$ cat config.mk
export PLATFORM = sky130hd
export DESIGN_NAME = sparse_row_cell_table
export DESIGN_NICKNAME = d
export VERILOG_FILES = /design/src/design/srct_pkg.sv /design/src/design/srct_row_mem.sv /design/src/design/srct_slot_logic.sv /design/src/design/sparse_row_cell_table.sv
export SDC_FILE = /design/constraint.sdc
export NUM_CORES = 1
export LEC_CHECK = 0
export BUFFER_PORTS_ARGS = -buffer_cell sky130_fd_sc_hd__buf_2
export CELL_PAD_IN_SITES_DETAIL_PLACEMENT = 1
export CELL_PAD_IN_SITES_GLOBAL_PLACEMENT = 1
export CORE_UTILIZATION = 40
export DETAILED_ROUTE_END_ITERATION = 6
export GPL_ROUTABILITY_DRIVEN = 0
export PLACE_DENSITY_LB_ADDON = 0.1
export SYNTH_ARGS = -nofsm -noshare
export SYNTH_HDL_FRONTEND = slang
export SYNTH_SLANG_ARGS = --single-unit
$ cat constraint.sdc
create_clock -name clk -period 9.4 [get_ports clk]
set_input_delay 0.47 -clock clk [delete_from_list [all_inputs] [get_ports clk]]
set_output_delay 0.47 -clock clk [all_outputs]
set_load 0.01 [all_outputs]
$ cat src/design/srct_pkg.sv
// ----------------------------------------------------------------------------
// srct_pkg
// Shared types and constants for the sparse row cell table.
// ----------------------------------------------------------------------------
package srct_pkg;

  localparam int ROW_COUNT_DEF     = 8;
  localparam int COLUMN_COUNT_DEF  = 8;
  localparam int SLOTS_PER_ROW_DEF = 8;

  localparam int ROW_FIELD_W    = 8;
  localparam int COLUMN_FIELD_W = 8;
  localparam int COLOR_W        = 2;

  localparam logic [COLOR_W-1:0] HIGHEST_COLOR_RESET = 2'd2;

  typedef enum logic [1:0] {
    CMD_INSERT = 2'd0,
    CMD_DELETE = 2'd1,
    CMD_READ   = 2'd2,
    CMD_MATCH  = 2'd3
  } cmd_code_t;

  typedef struct packed {
    cmd_code_t                 cmd;
    logic [ROW_FIELD_W-1:0]    row;
    logic [COLUMN_FIELD_W-1:0] column;
    logic [COLOR_W-1:0]        color;
  } request_t;

  typedef struct packed {
    logic               status;
    logic [COLOR_W-1:0] cell_color;
  } result_t;

  // Decoded command held between the row read and the write-back
  typedef struct packed {
    request_t req;
    logic     in_range;
  } stage_ctrl_t;

endpackage

$ cat src/design/srct_row_mem.sv
// ----------------------------------------------------------------------------
// srct_row_mem
// Row memory: one word per row, registered read, per-row written flags so
// that a row never written since reset reads as empty.
// ----------------------------------------------------------------------------
module srct_row_mem #(
  parameter int ROWS   = 8,
  parameter int ADDR_W = 3,
  parameter int WORD_W = 48
) (
  input  logic              clk,
  input  logic              rst,
  input  logic              rd_en,
  input  logic [ADDR_W-1:0] rd_addr,
  output logic [WORD_W-1:0] rd_data,
  input  logic              wr_en,
  input  logic [ADDR_W-1:0] wr_addr,
  input  logic [WORD_W-1:0] wr_data
);

  logic [WORD_W-1:0] mem [ROWS];
  logic [ROWS-1:0]   written;
  logic [WORD_W-1:0] rd_q;
  logic              rd_ok;

  always_ff @(posedge clk) begin
    if (wr_en) begin
      mem[wr_addr] <= wr_data;
    end
    if (rd_en) begin
      rd_q  <= mem[rd_addr];
      rd_ok <= written[rd_addr];
    end
  end

  always_ff @(posedge clk) begin
    if (rst) begin
      written <= '0;
    end else if (wr_en) begin
      written[wr_addr] <= 1'b1;
    end
  end

  // an unwritten row is an empty row
  assign rd_data = rd_ok ? rd_q : '0;

endmodule

$ cat src/design/srct_slot_logic.sv
// ----------------------------------------------------------------------------
// srct_slot_logic
// Compares one row word against the command across all slots and builds
// the updated word, the write request and the result.
// ----------------------------------------------------------------------------
module srct_slot_logic #(
  parameter int SLOTS  = 8,
  parameter int COL_W  = 3,
  parameter int WORD_W = 48
) (
  input  logic [WORD_W-1:0]          word,
  input  srct_pkg::stage_ctrl_t      ctrl,
  input  logic [srct_pkg::COLOR_W-1:0] highest_color,
  output logic [WORD_W-1:0]          word_next,
  output logic                       write,
  output srct_pkg::result_t          res
);

  import srct_pkg::*;

  typedef struct packed {
    logic [SLOTS-1:0]              valid;
    logic [SLOTS-1:0][COL_W-1:0]   column;
    logic [SLOTS-1:0][COLOR_W-1:0] color;
  } row_word_t;

  row_word_t          cur;
  row_word_t          nxt;
  logic [SLOTS-1:0]   hit;
  logic [SLOTS-1:0]   free;
  logic               any_hit;
  logic               full;
  logic [COLOR_W-1:0] hit_color;
  logic [COL_W-1:0]   col;

  assign cur = word;
  assign col = ctrl.req.column[COL_W-1:0];

  always_comb begin
    hit_color = '0;
    for (int s = 0; s < SLOTS; s++) begin
      hit[s] = cur.valid[s] && (cur.column[s] == col);
      if (hit[s]) begin
        hit_color = hit_color | cur.color[s];
      end
    end
  end

  // lowest clear valid bit
  assign free    = ~cur.valid & (cur.valid + SLOTS'(1));
  assign full    = &cur.valid;
  assign any_hit = |hit;

  always_comb begin
    nxt            = cur;
    write          = 1'b0;
    res.status     = 1'b1;
    res.cell_color = '0;
    if (ctrl.in_range) begin
      case (ctrl.req.cmd)
        CMD_INSERT: begin
          if (ctrl.req.color != '0 && ctrl.req.color <= highest_color &&
              !any_hit && !full) begin
            for (int s = 0; s < SLOTS; s++) begin
              if (free[s]) begin
                nxt.valid[s]  = 1'b1;
                nxt.column[s] = col;
                nxt.color[s]  = ctrl.req.color;
              end
            end
            write      = 1'b1;
            res.status = 1'b0;
          end
        end
        CMD_DELETE: begin
          if (any_hit) begin
            for (int s = 0; s < SLOTS; s++) begin
              if (hit[s]) begin
                nxt.valid[s]  = 1'b0;
                nxt.column[s] = '0;
                nxt.color[s]  = '0;
              end
            end
            write      = 1'b1;
            res.status = 1'b0;
          end
        end
        CMD_READ: begin
          if (any_hit) begin
            res.status     = 1'b0;
            res.cell_color = hit_color;
          end
        end
        CMD_MATCH: begin
          if (any_hit && hit_color == ctrl.req.color) begin
            res.status = 1'b0;
          end
        end
        default: begin
        end
      endcase
    end
  end

  assign word_next = nxt;

endmodule

$ cat src/design/sparse_row_cell_table.sv
// ----------------------------------------------------------------------------
// sparse_row_cell_table
// Sparse grid stored row by row, each row a fixed set of column/colour slots.
// done strobes after the start transfer, once busy has passed on to done; no new
// command is taken while busy, for the read-modify-write of one row word in the row memory.
// busy is high for the cycle between the row read and the write-back.
// done shows for one cycle only and result holds until the next command; the receiver cannot stall it.
// Reset empties the whole table at once and sets highest_color to 2.
// ----------------------------------------------------------------------------
module sparse_row_cell_table #(
  parameter int ROW_COUNT     = srct_pkg::ROW_COUNT_DEF,
  parameter int COLUMN_COUNT  = srct_pkg::COLUMN_COUNT_DEF,
  parameter int SLOTS_PER_ROW = srct_pkg::SLOTS_PER_ROW_DEF
) (
  input  logic                         clk,
  input  logic                         rst,
  input  logic                         start,
  output logic                         busy,
  input  srct_pkg::request_t           request,
  input  logic                         highest_color_we,
  input  logic [srct_pkg::COLOR_W-1:0] highest_color_data,
  output logic                         done,
  output srct_pkg::result_t            result
);

  import srct_pkg::*;

  localparam int ROW_W  = (ROW_COUNT > 1) ? $clog2(ROW_COUNT) : 1;
  localparam int COL_W  = (COLUMN_COUNT > 1) ? $clog2(COLUMN_COUNT) : 1;
  localparam int WORD_W = SLOTS_PER_ROW * (1 + COL_W + COLOR_W);

  logic               accept;
  logic               in_range;
  logic [COLOR_W-1:0] highest_color;
  stage_ctrl_t        ctrl;
  logic [WORD_W-1:0]  rd_data;
  logic [WORD_W-1:0]  word_next;
  logic               write;
  result_t            res_next;

  assign accept   = start && !busy;
  assign in_range = (request.row < ROW_FIELD_W'(ROW_COUNT)) &&
                    (request.column < COLUMN_FIELD_W'(COLUMN_COUNT));

  always_ff @(posedge clk) begin
    if (rst) begin
      busy          <= 1'b0;
      done          <= 1'b0;
      highest_color <= HIGHEST_COLOR_RESET;
    end else begin
      busy <= accept;
      done <= busy;
      if (highest_color_we) begin
        highest_color <= highest_color_data;
      end
    end
  end

  // hold the command while its row is read
  always_ff @(posedge clk) begin
    if (accept) begin
      ctrl.req      <= request;
      ctrl.in_range <= in_range;
    end
    if (busy) begin
      result <= res_next;
    end
  end

  srct_row_mem #(
    .ROWS   (ROW_COUNT),
    .ADDR_W (ROW_W),
    .WORD_W (WORD_W)
  ) u_mem (
    .clk     (clk),
    .rst     (rst),
    .rd_en   (accept && in_range),
    .rd_addr (request.row[ROW_W-1:0]),
    .rd_data (rd_data),
    .wr_en   (busy && write),
    .wr_addr (ctrl.req.row[ROW_W-1:0]),
    .wr_data (word_next)
  );

  srct_slot_logic #(
    .SLOTS  (SLOTS_PER_ROW),
    .COL_W  (COL_W),
    .WORD_W (WORD_W)
  ) u_slots (
    .word          (rd_data),
    .ctrl          (ctrl),
    .highest_color (highest_color),
    .word_next     (word_next),
    .write         (write),
    .res           (res_next)
  );

endmodule

==> results by group <==
Detailed routing
  • DRC: 0
  • First drt pass iteration count: 5
  • Total Wirelength: 43790 µm
  • Via count: 9343
  • Via density per instance: 5.535
  • Antenna-violating nets left: 0
  • Initial DRC Count: about 530
  • Per-cell routed wire length: 25.94 µm

Logic synthesis
  • Dominant synthesized flop cell: edfxtp_1
  • Cell taking the most area after synthesis: edfxtp_1
  • Syn Area/Cell: 18.92 µm²
  • Ys Warns: 0
  • Net Count, Synth: 1023
  • Post-Syn Instances: 995
  • Largest cells by area after synthesis: edfxtp_1 71%, mux4_2 12%, mux2_2 2.9%, dfxtp_1 1.3%, nand2_1 1.3%
  • Post-synth cell types: 64
  • Post-Syn Area: roughly 0.019 mm²
  • Post-synth EDFFs: 447
  • Sequential share of the synthesized area: 0.7260
  • Yosys top cell area share: 0.7132
  • Synth Register Bits: 459
  • Async set or reset register ratio after synthesis: 0

Setup path
  • Worst setup SP type: flip-flop
  • Cell breakdown of the critical path: xor2_1 -> nor4b_2 -> o21ai_1 -> and3_1 -> mux2i_4 -> nand2b_1 -> nor2_4 -> buf_4
  • Worst r2r src: ctrl[3]$_DFFE_PP_
  • Crit end category: flip-flop
  • Crit Path Class: reg -> reg
  • CP arrival: 5.04 ns
  • Critical path origin: ctrl[3]$_DFFE_PP_
  • Highest-delay cell along the critical path: edfxtp_1
  • Critical Path Fanout Max: 25
  • Slowest Stage Delay on Critical Path: 1.05 ns
  • Req. time, crit path: slightly below 10 ns

STA
  • Hold Fails Final Rpt: 0
  • PnR worst setup slack: 4.594 ns
  • Crit share post-route: 0.5113
  • Worst-margin pin slew: 1.229 ns
  • Slew Limit Headroom: 0.1719
  • # setup viols final: 0
  • Skew final: 0.02292 ns
  • Max Clock Freq: 0.2081 GHz
  • WHS: 0.07038 ns
  • Setup TNS: 0 ns
  • Pins Over Slew Limit: 0
  • Post-route minimum period: around 4.8 ns
  • RSZ-0062 raised after global routing: false

Clock tree
  • Clock Path Buffers: 3
  • Root buf cell: clkbuf_16
  • CTS HTree Levels: 2
  • Clock-pin slew on the worst setup and hold paths: 0.06 ns
  • CTS tree: yes
  • CTS Sinks: 459
  • Clk_lat worst skew: 0.58 ns
  • Hold Buf Count CTS: 0
  • CTS Buf Count: 49
  • Number of post-CTS setup repair buffers: 0
  • Resized Gates After CTS: 0

Pwr
  • Max VDD drop: 0.0001316 V
  • Pwr Density: 198.5 mW/mm²
  • Lkg Pwr: 6.675 nW

Floorplan
  • # rows: 79
  • Die ar.: 0.04792 mm²
  • Die width: 218.9 µm
  • Ports: 31
  • Die height: 218.9 µm
  • Initial Util: 0.4051
  • Core Area: 0.04646 mm²

Placed design
  • Buffers on Ports: 30
  • DP Worst Slack: 4.524 ns
  • Post-DP HPWL: 27450 µm

Global route
  • Initial antenna violation count: 0
  • Global-route usage over all layers: 0.1908
  • Total global routing overflow: 0
  • Largest net degree at the start of global routing: between 50 and 60
  • Global-route wire length before repair: 66770 µm
  • Vias in the first global route: 10250

Cells and area
  • Final core utilization: 0.4559
  • Area Growth Syn to Fin: 12.55%
  • Fillcell total: between 4000 and 5000
  • Diodes inserted: 0
  • Net count, final: 1072
  • Share of post-route cells with drive strength above 1: 0.2710

Status
  • Status: finished clean

Min path
  • Tightest Hold Check Type: in -> reg
  • Worst min-delay path startpoint: request[19]

Flow run
  • Max_cap viols: 0
-- metal layers --
| layer | GRT usage | routed length (µm) | share of wire |
|---|---|---|---|
| met1 | 0.2611 | 20030 | 0.46 |
| met2 | 0.3156 | 21540 | 0.49 |
| met3 | 0.02786 | 1313 | 0.030 |
| met4 | 0.05833 | 905 | 0.021 |
| met5 | 0 | 0 | 0 |
-- layout make-up --
type / instances / area [µm²] / share of cell area
Clock buffer: 58 / 1260 / 0.05948
Clock inverter: 30 / 237.7 / 0.01122
Inverter: 9 / 33.78 / 0.001595
Multi-Input combinational cell: 479 / 4949 / 0.2336
Sequential cell: 459 / 13660 / 0.6450
Tap cell: 607 / 759.5 / 0.03586
Timing Repair Buffer: 46 / 279.0 / 0.01317
-- critical path: cells and delay by family, from the launching register on --
kind	cells	cell delay, ns
and+or+nand+nor	4	1.71
DFF	1	1.05
xor gates and xnor gates	1	0.36
AOI/OAI and AO/OA	1	0.32
buffers and inverters	1	0.51
muxes	1	0.48
-- cell usage in the layout, fill, tap and decap left out, types with 13 or more instances in the layout --
master     instances
xor2_1            23
nand3_1           21
buf_2             28
mux4_2            98
a21oi_1           18
buf_4             17
o21ai_0           13
clkbuf_16         49
mux2_2            49
nand2_1           64
nor2_1            42
edfxtp_1         447
-- cell usage after synthesis, types with 10 or more instances --
cell type,n
o21ai_0,13
clkbuf_1,31
dfxtp_1,12
mux4_2,98
nor2_1,47
a21oi_1,18
a32o_1,10
nand2_1,64
mux2_2,49
edfxtp_1,447
xor2_1,23
nand3_1,21
-- registers in the layout, indices dropped and copies added, names as in the netlist --
| register | flops |
|---|---|
| busy | 1 |
| ctrl | 11 |
| done | 1 |
| highest_color | 2 |
| result | 3 |
| u_mem.mem | 384 |
| u_mem.rd_ok | 1 |
| u_mem.rd_q | 48 |
| u_mem.written | 8 |
-- power by group --
group	switching, W	internal, W	leakage, nW
Clock	0.000771	0.00104	0.724
Combinational	0.0000832	0.0000712	1.78
Sequential	0.0000133	0.00223	4.17
Total	0.000867	0.00334	6.68
-- through the flow --
| step | cells | power (W) | area, µm² |
|---|---|---|---|
| floorplan | 995 | 0.002394 | 18820 |
| global placement | 1600 | 0.002441 | 19680 |
| detailed placement | 1600 | 0.002441 | 19680 |
| CTS | 1688 | 0.004262 | 21180 |
| global route | 1688 | 0.004331 | 21180 |
| finish | 1688 | 0.004204 | 21180 |
-- worst paths after layout --
| kind | end | slack [ns] | depth (start not counted) |
|---|---|---|---|
| hold reg to reg | u_mem.written[5]$_SDFFE_PP0P_ | 0.47 | 1 |
| setup reg to reg | u_mem.mem[0][40]$_DFFE_PP_ | 4.59 | 8 |
| setup / recovery | u_mem.mem[0][40]$_DFFE_PP_ | 4.59 | 8 |
| hold / removal | ctrl[20]$_DFFE_PP_ | 0.07 | 1 |
-- logic make-up after synthesis --
kind of cell,synth area share
mux,0.1483
flops,0.7260
xor+xnor,0.01476
buf+inv,0.01369
fa+ha+maj,0.001329
simple gates,0.05711
compound gates,0.03883
Power figures use the tool's default switching activity.
